==> config.mk <==
export PLATFORM = sky130hd
export DESIGN_NAME = cbspl_div6
export DESIGN_NICKNAME = d
export VERILOG_FILES = /design/src/design/cbspl_pkg.sv /design/src/design/cbspl_div6.sv
export SDC_FILE = /design/constraint.sdc
export NUM_CORES = 1
export LEC_CHECK = 0
export BUFFER_PORTS_ARGS = -buffer_cell sky130_fd_sc_hd__buf_2
export CAP_MARGIN = 30
export CORE_AREA = 2 2 104 126
export DETAILED_ROUTE_END_ITERATION = 12
export DIE_AREA = 0 0 106 128
export PLACE_DENSITY = 0.47
export SYNTH_ARGS = -nofsm -noshare
export SYNTH_HDL_FRONTEND = slang
export SYNTH_SLANG_ARGS = --single-unit
export TNS_END_PERCENT = 30
==> constraint.sdc <==
create_clock -name clk -period 5.83 [get_ports clk]
set_input_delay 0.2915 -clock clk [delete_from_list [all_inputs] [get_ports clk]]
set_output_delay 0.2915 -clock clk [all_outputs]
set_load 0.1 [all_outputs]
==> src/design/cbspl_pkg.sv <==
// package for the cubic b-spline point and tangent core
// widths, control word types and the microcode program
// no dependencies
`default_nettype none

package cbspl_pkg;

    localparam int FRAC_BITS  = 16;
    localparam int COORD_BITS = 24;
    localparam int T_W        = FRAC_BITS + 1;
    localparam int OUT_W      = 32;

    // multiplier operand and product widths
    localparam int A_W    = (COORD_BITS + 6 > FRAC_BITS + 2) ? COORD_BITS + 6 : FRAC_BITS + 2;
    localparam int LIMB_W = (3 * FRAC_BITS + 2) / 2;
    localparam int P_W    = A_W + LIMB_W + 1;

    // exact sums and quotient widths
    localparam int ACC_W      = COORD_BITS + 3 * FRAC_BITS + 8;
    localparam int DIGIT_W    = 8;
    localparam int Q_W        = ((ACC_W - 2 * FRAC_BITS + DIGIT_W - 1) / DIGIT_W) * DIGIT_W;
    localparam int DIV_STEPS  = Q_W / DIGIT_W;
    localparam int DIV_CNT_W  = $clog2(DIV_STEPS);
    localparam logic [3:0] DIVISOR = 4'd6;

    localparam logic [T_W-1:0] T_ONE = {1'b1, {FRAC_BITS{1'b0}}};

    localparam logic MODE_PUSH = 1'b0;
    localparam logic MODE_EVAL = 1'b1;

    localparam int UC_DEPTH = 18;
    localparam int PC_W     = $clog2(UC_DEPTH);

    localparam logic [PC_W-1:0] PC_REJOIN  = PC_W'(6);
    localparam logic [PC_W-1:0] PC_Y_ENTRY = PC_W'(15);

    typedef enum logic [2:0] {
        A_T,
        A_A1,
        A_A2,
        A_A2X2,
        A_A3,
        A_A3X3
    } a_sel_t;

    typedef enum logic [2:0] {
        B_T,
        B_T2_LO,
        B_T2_HI,
        B_T3_LO,
        B_T3_HI
    } b_sel_t;

    typedef enum logic [2:0] {
        AD_NONE,
        AD_POS,
        AD_TAN,
        AD_T2,
        AD_T3
    } acc_dst_t;

    typedef enum logic [2:0] {
        SH_0,
        SH_L,
        SH_F,
        SH_FL,
        SH_2F
    } shift_t;

    typedef enum logic [2:0] {
        OP_NONE,
        OP_INIT,
        OP_DIV_POS,
        OP_DIV_TAN,
        OP_FIN
    } op_t;

    typedef enum logic [1:0] {
        JC_NEXT,
        JC_JUMP,
        JC_AXIS
    } jc_t;

    typedef struct packed {
        a_sel_t          a_sel;
        b_sel_t          b_sel;
        acc_dst_t        dst;
        logic            clr;
        shift_t          sh;
        op_t             op;
        jc_t             jc;
        logic [PC_W-1:0] target;
    } ucode_t;

    // acc fields act on the product issued by the step before
    function automatic ucode_t ucode(input logic [PC_W-1:0] pc);
        ucode_t u;
        u.a_sel  = A_T;
        u.b_sel  = B_T;
        u.dst    = AD_NONE;
        u.clr    = 1'b0;
        u.sh     = SH_0;
        u.op     = OP_NONE;
        u.jc     = JC_NEXT;
        u.target = '0;
        case (pc)
            PC_W'(0):
            begin
                u.op = OP_INIT;
                u.a_sel = A_T;     u.b_sel = B_T;
            end
            PC_W'(1):
            begin
                u.dst = AD_T2;  u.clr = 1'b1;  u.sh = SH_0;
                u.a_sel = A_A1;    u.b_sel = B_T;
            end
            PC_W'(2):
            begin
                u.dst = AD_POS; u.sh = SH_2F;
                u.a_sel = A_T;     u.b_sel = B_T2_LO;
            end
            PC_W'(3):
            begin
                u.dst = AD_T3;  u.clr = 1'b1;  u.sh = SH_0;
                u.a_sel = A_T;     u.b_sel = B_T2_HI;
            end
            PC_W'(4):
            begin
                u.dst = AD_T3;  u.sh = SH_L;
                u.a_sel = A_A2X2;  u.b_sel = B_T;
            end
            PC_W'(5):
            begin
                u.dst = AD_TAN; u.sh = SH_F;
                u.a_sel = A_A2;    u.b_sel = B_T2_LO;
            end
            PC_W'(6):
            begin
                u.dst = AD_POS; u.sh = SH_F;
                u.a_sel = A_A2;    u.b_sel = B_T2_HI;
            end
            PC_W'(7):
            begin
                u.dst = AD_POS; u.sh = SH_FL;
                u.a_sel = A_A3X3;  u.b_sel = B_T2_LO;
            end
            PC_W'(8):
            begin
                u.dst = AD_TAN; u.sh = SH_0;
                u.a_sel = A_A3X3;  u.b_sel = B_T2_HI;
            end
            PC_W'(9):
            begin
                u.dst = AD_TAN; u.sh = SH_L;
                u.a_sel = A_A3;    u.b_sel = B_T3_LO;
            end
            PC_W'(10):
            begin
                u.dst = AD_POS; u.sh = SH_0;
                u.a_sel = A_A3;    u.b_sel = B_T3_HI;
            end
            PC_W'(11):
            begin
                u.dst = AD_POS; u.sh = SH_L;
            end
            PC_W'(12):
            begin
                u.op = OP_DIV_POS;
            end
            PC_W'(13):
            begin
                u.op = OP_DIV_TAN;
                u.jc = JC_AXIS;  u.target = PC_Y_ENTRY;
            end
            PC_W'(14):
            begin
                u.op = OP_FIN;
            end
            PC_W'(15):
            begin
                u.op = OP_INIT;
                u.a_sel = A_A1;    u.b_sel = B_T;
            end
            PC_W'(16):
            begin
                u.dst = AD_POS; u.sh = SH_2F;
                u.a_sel = A_A2X2;  u.b_sel = B_T;
            end
            PC_W'(17):
            begin
                u.dst = AD_TAN; u.sh = SH_F;
                u.a_sel = A_A2;    u.b_sel = B_T2_LO;
                u.jc = JC_JUMP;  u.target = PC_REJOIN;
            end
            default:
            begin
                u.op = OP_NONE;
            end
        endcase
        return u;
    endfunction

endpackage

`default_nettype wire

==> src/design/cbspl_div6.sv <==
// divide-by-six unit, eight quotient bits per cycle
// uses cbspl_pkg for widths and the divisor
`default_nettype none

module cbspl_div6 (
    input  wire logic                     clk,
    input  wire logic                     rst_n,
    input  wire logic                     start,
    input  wire logic [cbspl_pkg::Q_W-1:0] num,
    output logic                          done,
    output logic [cbspl_pkg::Q_W-1:0]     quo
);

    logic [cbspl_pkg::Q_W-1:0]       work_reg;
    logic [2:0]                      rem_reg;
    logic [cbspl_pkg::DIV_CNT_W-1:0] cnt_reg;
    logic                            busy_reg;
    logic                            done_reg;

    logic [cbspl_pkg::DIGIT_W-1:0]   qbits_next;
    logic [2:0]                      rem_next;

    always_comb
    begin
        logic [3:0] cur;
        logic [2:0] r;
        r = rem_reg;
        qbits_next = '0;
        for (int i = 0; i < cbspl_pkg::DIGIT_W; i++)
        begin
            cur = {r, work_reg[cbspl_pkg::Q_W-1-i]};
            if (cur >= cbspl_pkg::DIVISOR)
            begin
                qbits_next[cbspl_pkg::DIGIT_W-1-i] = 1'b1;
                r = 3'(cur - cbspl_pkg::DIVISOR);
            end
            else
            begin
                r = cur[2:0];
            end
        end
        rem_next = r;
    end

    always_ff @(posedge clk or negedge rst_n)
    begin
        if (!rst_n)
        begin
            busy_reg <= 1'b0;
            done_reg <= 1'b0;
            cnt_reg  <= '0;
        end
        else if (start)
        begin
            work_reg <= num;
            rem_reg  <= 3'd0;
            cnt_reg  <= '0;
            busy_reg <= 1'b1;
            done_reg <= 1'b0;
        end
        else if (busy_reg)
        begin
            work_reg <= {work_reg[cbspl_pkg::Q_W-cbspl_pkg::DIGIT_W-1:0], qbits_next};
            rem_reg  <= rem_next;
            cnt_reg  <= cnt_reg + 1'b1;
            if (cnt_reg == cbspl_pkg::DIV_CNT_W'(cbspl_pkg::DIV_STEPS - 1))
            begin
                busy_reg <= 1'b0;
                done_reg <= 1'b1;
            end
        end
        else
        begin
            done_reg <= 1'b0;
        end
    end

    assign done = done_reg;
    assign quo  = work_reg;

endmodule

`default_nettype wire

After elaboration in Yosys (flattened, before gate mapping)
Index checks and enable logic that the tools add are counted.
W data, S select, Z words.
{"block": "word_totals", "reg_bits": 56, "input_bits": 51, "out_inout_bits": 49, "elab_cells": 53}
{"block": "op_classes", "add_sub_neg": 9, "n_lt_le_gt_ge": 8, "eq_ne": 2, "muxes": 27, "reduce_logical": 2}
{"operator": "$mux W48", "n": 2}
{"operator": "$mux W3", "n": 11}
{"operator": "$ge A4 B3 Y1 const B", "n": 8}
{"operator": "$sub A3 B3 Y3 const B", "n": 8}
{"operator": "$mux W1", "n": 14}
{"operator": "$add A3 B1 Y3 const B", "n": 1}
{"operator": "$eq A3 B3 Y1 const B", "n": 1}
{"operator": "$ne A3 B2 Y1 const B", "n": 1}
{"operator": "$reduce_and A2 Y1", "n": 1}
{"operator": "$reduce_bool A2 Y1", "n": 1}

Longest topological paths before layout
Gate-level depths: netlist of the first run.
{"block": "depth", "depth_word": 18, "depth_mapped": 10, "depth_no_buf": 8}

Worst setup path after synthesis of the first run
No wires, ideal clock.
{"block": "synth_path", "kind": "reg-to-reg", "startpoint": "reg work_reg (netlist bit quo[45])", "endpoint": "reg work_reg (netlist bit quo[0]), data pin", "setup_ns": 0.270, "arrival_time_ns": 2.782, "required_time_ns": 5.560, "path_slack_ns": 2.778, "path_stages_with_launch": 10, "n_path_buf": 1, "period_less_slack_ns": 3.052, "cell_sequence": "edfxtp_1 -> buf_4 -> nand2_2 -> o32a_1 -> o211a_4 -> o211ai_2 -> a31oi_1 -> or3_4 -> a211oi_2 -> a21oi_1"}
{"block": "synth_via", "elab_chain_len": 14, "elab_cells_between_ends": 19, "cone_classes": "add/sub: 5; order compare: 6; mux: 8"}
{"element": "start: declaration", "line": "cbspl_div6.sv:14", "rtl": "logic [cbspl_pkg::Q_W-1:0] work_reg;"}
{"element": "start signal: assignment", "line": "cbspl_div6.sv:55", "rtl": "work_reg <= num;"}
{"element": "start signal: assignment", "line": "cbspl_div6.sv:63", "rtl": "work_reg <= {work_reg[cbspl_pkg::Q_W-cbspl_pkg::DIGIT_W-1:0], qbits_next};"}
{"element": "$ge A4 B3 Y1 / $sub A3 B3 Y3 (equally long branches)", "line": "cbspl_div6.sv:32, cbspl_div6.sv:35"}
{"element": "$mux W3 *", "line": "cbspl_div6.sv:32", "rtl": "if (cur >= cbspl_pkg::DIVISOR)"}
{"element": "$ge A4 B3 Y1 / $sub A3 B3 Y3 (equally long branches)", "line": "cbspl_div6.sv:32, cbspl_div6.sv:35"}
{"element": "$mux W3 *", "line": "cbspl_div6.sv:32"}
{"element": "$ge A4 B3 Y1 / $sub A3 B3 Y3 (equally long branches)", "line": "cbspl_div6.sv:32, cbspl_div6.sv:35"}
{"element": "$mux W3 *", "line": "cbspl_div6.sv:32"}
{"element": "$ge A4 B3 Y1 / $sub A3 B3 Y3 (equally long branches)", "line": "cbspl_div6.sv:32, cbspl_div6.sv:35"}
{"element": "$mux W3 *", "line": "cbspl_div6.sv:32"}
{"element": "$ge A4 B3 Y1 / $sub A3 B3 Y3 (equally long branches)", "line": "cbspl_div6.sv:32, cbspl_div6.sv:35"}
{"element": "$mux W3 *", "line": "cbspl_div6.sv:32"}
{"element": "$ge A4 B3 Y1 *", "line": "cbspl_div6.sv:32"}
{"element": "$mux W1 *", "line": "cbspl_div6.sv:32"}
{"element": "$mux W48 *", "line": "cbspl_div6.sv:61", "rtl": "else if (busy_reg)"}
{"element": "$mux W48 *", "line": "cbspl_div6.sv:53", "rtl": "else if (start)"}
Every way passes the cells marked *; elsewhere a longest branch is shown, timed or not. The select of a mux whose other input is x is not followed.
A chain may end at the register's enable or synchronous reset.

Worst setup path in the final report of the first run
{"block": "layout_path", "startpoint": "reg rem_reg[0]", "endpoint": "reg rem_reg[1], data pin"}
{"block": "layout_via", "elab_chain_len": 17, "elab_cells_between_ends": 25, "cone_classes": "add/sub: 8; order compare: 8; mux: 9"}
{"element": "start: declaration", "line": "cbspl_div6.sv:15", "rtl": "logic [2:0] rem_reg;"}
{"element": "start signal: assignment", "line": "cbspl_div6.sv:64", "rtl": "rem_reg <= rem_next;"}
{"element": "$ge A4 B3 Y1 / $sub A3 B3 Y3 (equally long branches)", "line": "cbspl_div6.sv:32, cbspl_div6.sv:35"}
{"element": "$mux W3 *", "line": "cbspl_div6.sv:32"}
{"element": "$ge A4 B3 Y1 / $sub A3 B3 Y3 (equally long branches)", "line": "cbspl_div6.sv:32, cbspl_div6.sv:35"}
{"element": "$mux W3 *", "line": "cbspl_div6.sv:32"}
{"element": "$ge A4 B3 Y1 / $sub A3 B3 Y3 (equally long branches)", "line": "cbspl_div6.sv:32, cbspl_div6.sv:35"}
{"element": "$mux W3 *", "line": "cbspl_div6.sv:32"}
{"element": "$ge A4 B3 Y1 / $sub A3 B3 Y3 (equally long branches)", "line": "cbspl_div6.sv:32, cbspl_div6.sv:35"}
{"element": "$mux W3 *", "line": "cbspl_div6.sv:32"}
{"element": "$ge A4 B3 Y1 / $sub A3 B3 Y3 (equally long branches)", "line": "cbspl_div6.sv:32, cbspl_div6.sv:35"}
{"element": "$mux W3 *", "line": "cbspl_div6.sv:32"}
{"element": "$ge A4 B3 Y1 / $sub A3 B3 Y3 (equally long branches)", "line": "cbspl_div6.sv:32, cbspl_div6.sv:35"}
{"element": "$mux W3 *", "line": "cbspl_div6.sv:32"}
{"element": "$ge A4 B3 Y1 / $sub A3 B3 Y3 (equally long branches)", "line": "cbspl_div6.sv:32, cbspl_div6.sv:35"}
{"element": "$mux W3 *", "line": "cbspl_div6.sv:32"}
{"element": "$ge A4 B3 Y1 / $sub A3 B3 Y3 (equally long branches)", "line": "cbspl_div6.sv:32, cbspl_div6.sv:35"}
{"element": "$mux W3 *", "line": "cbspl_div6.sv:32"}
{"element": "$mux W3 *", "line": "cbspl_div6.sv:61"}
Every way passes the cells marked *; elsewhere a longest branch is shown, timed or not.

==> results.py, run 1 <==
metrics = {
    "power_and_ir_drop": {
        "cellPowerDensity_nw_per_um2": 309,
        "leakage_nw": 1.55,
        "ir_drop_mv": 0.162,
    },
    "detailed_routing": {
        "vias_per_cell": 4.68,
        "routed_wl_mm": 8.10,
        "vias": 2428,
        "drtIter0Drc": 161,
        "ant_nets": 0,
        "first_pass_iters": 4,
        "wl_per_cell_um": 15.6,
        "drcViolationCount": 0,
    },
    "grt": {
        "grt_usage_pct": 12.3,
        "grt_max_degree": 66,
        "antenna_found_initial": 0,
        "grt_pass1_vias": 2489,
        "grt_pass1_wl_mm": 13.1,
        "grt_overflow": 0,
    },
    "synth": {
        "ys.flop_type": "edfxtp_1",
        "ys_top_cells_by_area": "edfxtp_1 47%, mux2_2 14%, dfrtp_1 3.8%, nor2_1 2.1%, buf_6 2.1%",
        "synth.distinct_cells": 59,
        "synth-seq-cells": 56,
        "synth.area.mux_share_pct": 14.7,
        "netlist_area_um2": 3270,
        "synth_top_cell_area_share_pct": 46.8,
        "synth-simple-area-share_pct": 12.1,
        "yosysWarnings": 0,
        "yosys.area.top_type": "edfxtp_1",
        "synth_xor_area_share_pct": 1.61,
        "synth_edf_count": 51,
        "synth_top_family_by_area": "compound AO/OA/AOI/OAI gates",
        "synthAdderAreaFrac_pct": 1.07,
        "synth-compound-area-share_pct": 14.8,
        "synth_area_per_cell_um2": 12.3,
        "async_flop_share_pct": 8.93,
        "synth_fp_nets": 319,
        "yosysSeqAreaShare_pct": 50.7,
        "postSynthCellCount": 266,
    },
    "setup_path": {
        "r2r-end": "rem_reg[1]",
        "r2r_slack_ns": 2.95,
        "cpPeakStageDelay_ns": 0.71,
        "critPathKind": "reg2reg",
        "crit_slowest_cell": "edfxtp_1",
        "end_kind": "register",
        "cp_cell_sequence": "inv_1, o32a_1, o211ai_2, a22oi_1, o31ai_1, and3_1, nand3_1, a311oi_2",
        "worstReg2RegStart": "rem_reg[0]",
        "reg2reg_depth": 8,
        "worstPathMaxFanout": 18,
        "worstPathRequired_ns": 5.95,
        "cp_data_arrival_time_ns": 3.01,
        "worst_setup_path_start_kind": "register",
    },
    "sta": {
        "whs_ns": 0.299,
        "worst_slack_ns": 2.95,
        "min_period_ns": 2.88,
        "max_freq_ghz": 0.347,
        "finalSetupViolCount": 0,
        "final_max_slew_viol_count": 0,
        "fin_crit_sh_pct": 49.5,
        "finClkSkew_ns": 0.00452,
        "setup-tns-final_ns": 0,
        "hold_viol_final": 0,
        "tightestPinTransition_ns": 0.781,
        "rsz0062_at_grt": "no",
        "relSlewSlack_pct": 47.9,
    },
    "floorplanning": {
        "initial_core_util_pct": 26.3,
        "core_area_um2": 12400,
        "rows": 45,
        "io_pins": 100,
        "die_x_um": 106,
        "fp.dieH_um": 128,
        "die-area_um2": 13600,
    },
    "place": {
        "gp_congestion": 0.838,
        "place_ws_ns": 2.97,
        "dp.final_hpwl_mm": 5.81,
        "portBuffers": 99,
    },
    "finish": {
        "fillerInstances": 1260,
        "final_nets": 407,
        "multiInputGateArea_um2": 1450,
        "final_util_pct": 32.1,
        "final-seq-area_um2": 1660,
        "largest_reg_flops": 48,
        "antenna_cells": 0,
        "drive_above_1_share_pct": 47.0,
        "synthToLayoutAreaGrowth_pct": 22.2,
    },
    "clock_tree": {
        "cts-root-buf": "clkbuf_16",
        "cts_buffers": 5,
        "cts.sinks": 56,
        "holdBufCountCts": 1,
        "cts_tree": "yes",
        "cts_setup_buffers": 0,
        "clk_latency_ns": 0.29,
        "postCtsResizedCells": 0,
        "clk_path_buf_depth": 2,
        "path_clk_slew_ns": 0.07,
        "htree_levels": 2,
    },
    "worst_hold_path": {
        "holdPathEnd": "quo[39]",
        "min_path_cells": 2,
        "min-delay-start": "num[39]",
        "hp-class": "in2reg",
    },
    "run": {
        "cap_violations": 0,
    },
    "run_status": {
        "outcome": "finished, final reports clean",
    },
}
-- layer usage --
metal / GRT usage (%) / share of wire (%) / wire (um)
met1: 15.5 / 44 / 3540
met2: 21.0 / 50 / 4060
met3: 2.44 / 4.6 / 369
met4: 4.41 / 1.7 / 136
met5: 0 / 0 / 0
-- metrics by stage --
stage          instances  power [mW]  area [um^2]
2_1_floorplan        266       0.875         3270
3_3_place_gp         510       0.947         3850
3_5_place_dp         510       0.948         3850
4_1_cts              519        1.25         4000
5_1_grt              519        1.29         4000
6_report             519        1.23         4000
-- where the power goes --
part / switching [mW] / total (mW) / leakage [nW] / internal (mW)
Clock: 0.139 / 0.297 / 0.0645 / 0.159
Combinational: 0.305 / 0.413 / 0.918 / 0.108
Sequential: 0.0421 / 0.525 / 0.563 / 0.483
-- Yosys cell counts (2+ instances only) --
cell / number
buf_2: 2
nor3b_1: 4
mux2i_1: 2
and3b_1: 2
o211ai_1: 3
nor2_1: 18
nand2_1: 16
xor2_1: 2
o31ai_1: 5
buf_4: 4
a31oi_1: 3
or2b_1: 2
a211oi_1: 5
dfrtp_1: 5
o311ai_1: 2
buf_6: 6
o211ai_2: 2
xnor2_1: 4
inv_1: 7
mux2_2: 41
a311oi_2: 4
nor3_1: 6
a22oi_1: 2
o21ai_0: 9
or3_1: 2
a21oi_1: 10
clkbuf_1: 9
nand3b_1: 2
ha_1: 2
nand3_1: 6
edfxtp_1: 51
-- worst max-delay path, delay by kind of cell (launching register included) --
family	cells	cell delay (ns)
flops	1	0.71
simple gates	2	0.34
buf+inv	1	0.28
compound gates	5	1.38
-- how the worst max path moves through the flow --
stage	startpoint	endpoint	slack, ns	cells past startpoint
floorplan	quo[45]	quo[0]	2.78	9
global placement	rem_reg[0]	quo[0]	3.02	8
detailed placement	rem_reg[0]	quo[0]	2.97	8
CTS	quo[46]	rem_reg[1]	2.95	8
global route	quo[46]	rem_reg[2]	2.67	8
finish	rem_reg[0]	rem_reg[1]	2.95	8
-- final cells by class --
class	count	area share [%]
Clock buffer	6	3.22
Clock inverter	2	0.282
Inverter	7	0.657
Multi-Input combinational cell	182	36.2
Sequential cell	56	41.5
Tap cell	164	5.13
Timing Repair Buffer	102	13.0
-- layout by cell type, fill, tap and decap left out, drive strengths merged, types with 3 or more instances in the layout --
cell / n
buf: 101
edfxtp: 51
mux2: 41
nor2: 19
nand2: 17
a21oi: 10
o21ai: 9
inv: 7
nor3: 6
nand3: 6
a211oi: 6
clkbuf: 6
o31ai: 5
dfrtp: 5
nor3b: 5
a311oi: 5
o211ai: 5
xnor2: 4
a31oi: 4
or3: 3
-- kinds of logic (layout without fill, tap and decap cells) --
| kind of cell | after synthesis | in the layout |
|---|---|---|
| buf+inv | 28 | 117 |
| fa+ha+maj | 3 | 3 |
| xor+xnor | 6 | 6 |
| mux | 43 | 43 |
| compound gates | 59 | 59 |
| flops | 56 | 56 |
| simple gates | 71 | 71 |
No activity file was read; power rests on OpenSTA's default activity.
==> run 2, diff against run 1 <==
PLACE_DENSITY = 0.48   (was 0.47)
clock period = 2.4 ns   (was 5.83 ns; I/O delays follow)
==> results.py, run 2 (same netlist as run 1, synthesis figures left out) <==
metrics = {
    "run_status": {
        "outcome": "finished, violations left",
        "violations": "negative setup slack",
    },
    "setup_path": {
        "worst_setup_path_start_kind": "register",
        "worstPathMaxFanout": 10,
        "worstPathRequired_ns": 2.53,
        "critPathKind": "reg2reg",
        "cp_data_arrival_time_ns": 2.60,
        "r2r_slack_ns": -0.07,
        "end_kind": "register",
        "reg2reg_depth": 10,
    },
    "detailed_routing": {
        "ant_nets": 0,
        "drtIter0Drc": 81,
        "vias": 2622,
        "first_pass_iters": 4,
        "vias_per_cell": 4.69,
        "routed_wl_mm": 8.48,
        "drcViolationCount": 0,
        "wl_per_cell_um": 15.2,
    },
    "clock_tree": {
        "htree_levels": 2,
        "cts.sinks": 56,
        "cts_buffers": 5,
        "cts_tree": "yes",
        "clk_path_buf_depth": 2,
        "cts-root-buf": "clkbuf_16",
        "clk_latency_ns": 0.29,
        "path_clk_slew_ns": 0.07,
    },
    "grt": {
        "grt_pass1_wl_mm": 13.4,
        "grt_max_degree": 30,
        "grt_pass1_vias": 2630,
        "grt_usage_pct": 12.5,
        "grt_overflow": 0,
        "antenna_found_initial": 0,
    },
    "run": {
        "cap_violations": 0,
    },
    "sta": {
        "fin_crit_sh_pct": 103,
        "finClkSkew_ns": 0.00540,
        "rsz0062_at_grt": "yes",
        "final_max_slew_viol_count": 0,
        "hold_viol_final": 0,
        "relSlewSlack_pct": 66.2,
        "min_period_ns": 2.47,
        "worst_slack_ns": -0.0693,
        "tightestPinTransition_ns": 0.511,
        "setup-tns-final_ns": -0.189,
        "max_freq_ghz": 0.405,
        "finalSetupViolCount": 3,
    },
    "finish": {
        "final_nets": 447,
        "antenna_cells": 0,
        "synthToLayoutAreaGrowth_pct": 37.6,
        "drive_above_1_share_pct": 57.0,
        "fillerInstances": 1238,
        "layout_commonest_cell": "buf_2",
        "largest_reg_flops": 48,
        "final_util_pct": 36.2,
        "final_cell_mix": "99 x buf_2, 51 x edfxtp_1, 41 x mux2_2, 38 x buf_4, 17 x nor2_1",
    },
    "floorplanning": {
        "die-area_um2": 13600,
        "die_x_um": 106,
        "core_area_um2": 12400,
        "io_pins": 100,
        "rows": 45,
        "initial_core_util_pct": 26.3,
        "fp.dieH_um": 128,
    },
    "power_and_ir_drop": {
        "leakage_nw": 1.80,
        "cellPowerDensity_nw_per_um2": 727,
        "ir_drop_mv": 0.406,
    },
    "worst_hold_path": {
        "min_path_cells": 3,
        "hp-class": "in2reg",
    },
    "place": {
        "gp_congestion": 0.864,
        "dp.final_hpwl_mm": 6.21,
        "place_ws_ns": -0.218,
        "portBuffers": 99,
    },
}
run 2: final cells by class:
class | count | area (um^2) | share of cell area (%)
tap | 164 | 205 | 4.56
sequential | 56 | 1660 | 36.8
inverter | 7 | 30.0 | 0.667
multi-input combinational | 182 | 1600 | 35.6
timing repair buffer | 142 | 845 | 18.8
clock inverter | 2 | 35.0 | 0.778
clock buffer | 6 | 129 | 2.86
run 2: report_power, final:
part | switching [mW] | total [mW] | internal [mW]
Sequential | 0.0642 | 1.24 | 1.17
Clock | 0.338 | 0.830 | 0.492
Combinational | 0.833 | 1.20 | 0.371
run 2: metrics by stage:
stage / total power, mW / cell area, um^2 / hold slack, ns / cells
final: 3.27 / 4500 / 0.103 / 559
after global routing: 3.41 / 4500 / 0.117 / 559
after CTS: 3.29 / 4440 / 0.0926 / 559
after detailed placement: 2.39 / 4130 / -0.0195 / 544
after global placement: 2.39 / 4130 / -0.0167 / 544
after floorplan: 2.13 / 3290 / -0.176 / 266
run 2: timing repair:
item / CTS / global route
hold buffers: 1 / 0
setup buffers: 6 / 0
endpoints found under the setup margin: 5 / 5
gates resized for setup: 15 / 13
pin swaps: 9 / 8
hold endpoints to repair: 5 / 0
run 2: metal layers:
metal	track usage [%]	vias to the layer above	part of all wire [%]
li1	-	1276	-
met1	16.3	1270	44
met2	19.9	60	50
met3	2.24	16	3.6
met4	6.27	0	2.8
met5	0	-	0
run 2: critical path, cell delays in order (launching register included):
cell and delay (ns):
edfxtp_1 0.34, buf_6 0.15, buf_12 0.12, nand2_4 0.05
o32a_1 0.41, o211ai_4 0.25, a22oi_2 0.12, o31ai_2 0.29
and3_1 0.23, nand3_1 0.10, a311oi_2 0.24
run 2: final timing paths:
check | startpoint | endpoint
max reg2reg | quo[45] | rem_reg[1]
max | quo[45] | rem_reg[1]
min | num[1] | quo[1]
min in group asynchronous | rst_n | done
min reg2reg | quo[19] | quo[27]
max in group asynchronous | rst_n | cnt_reg[0]
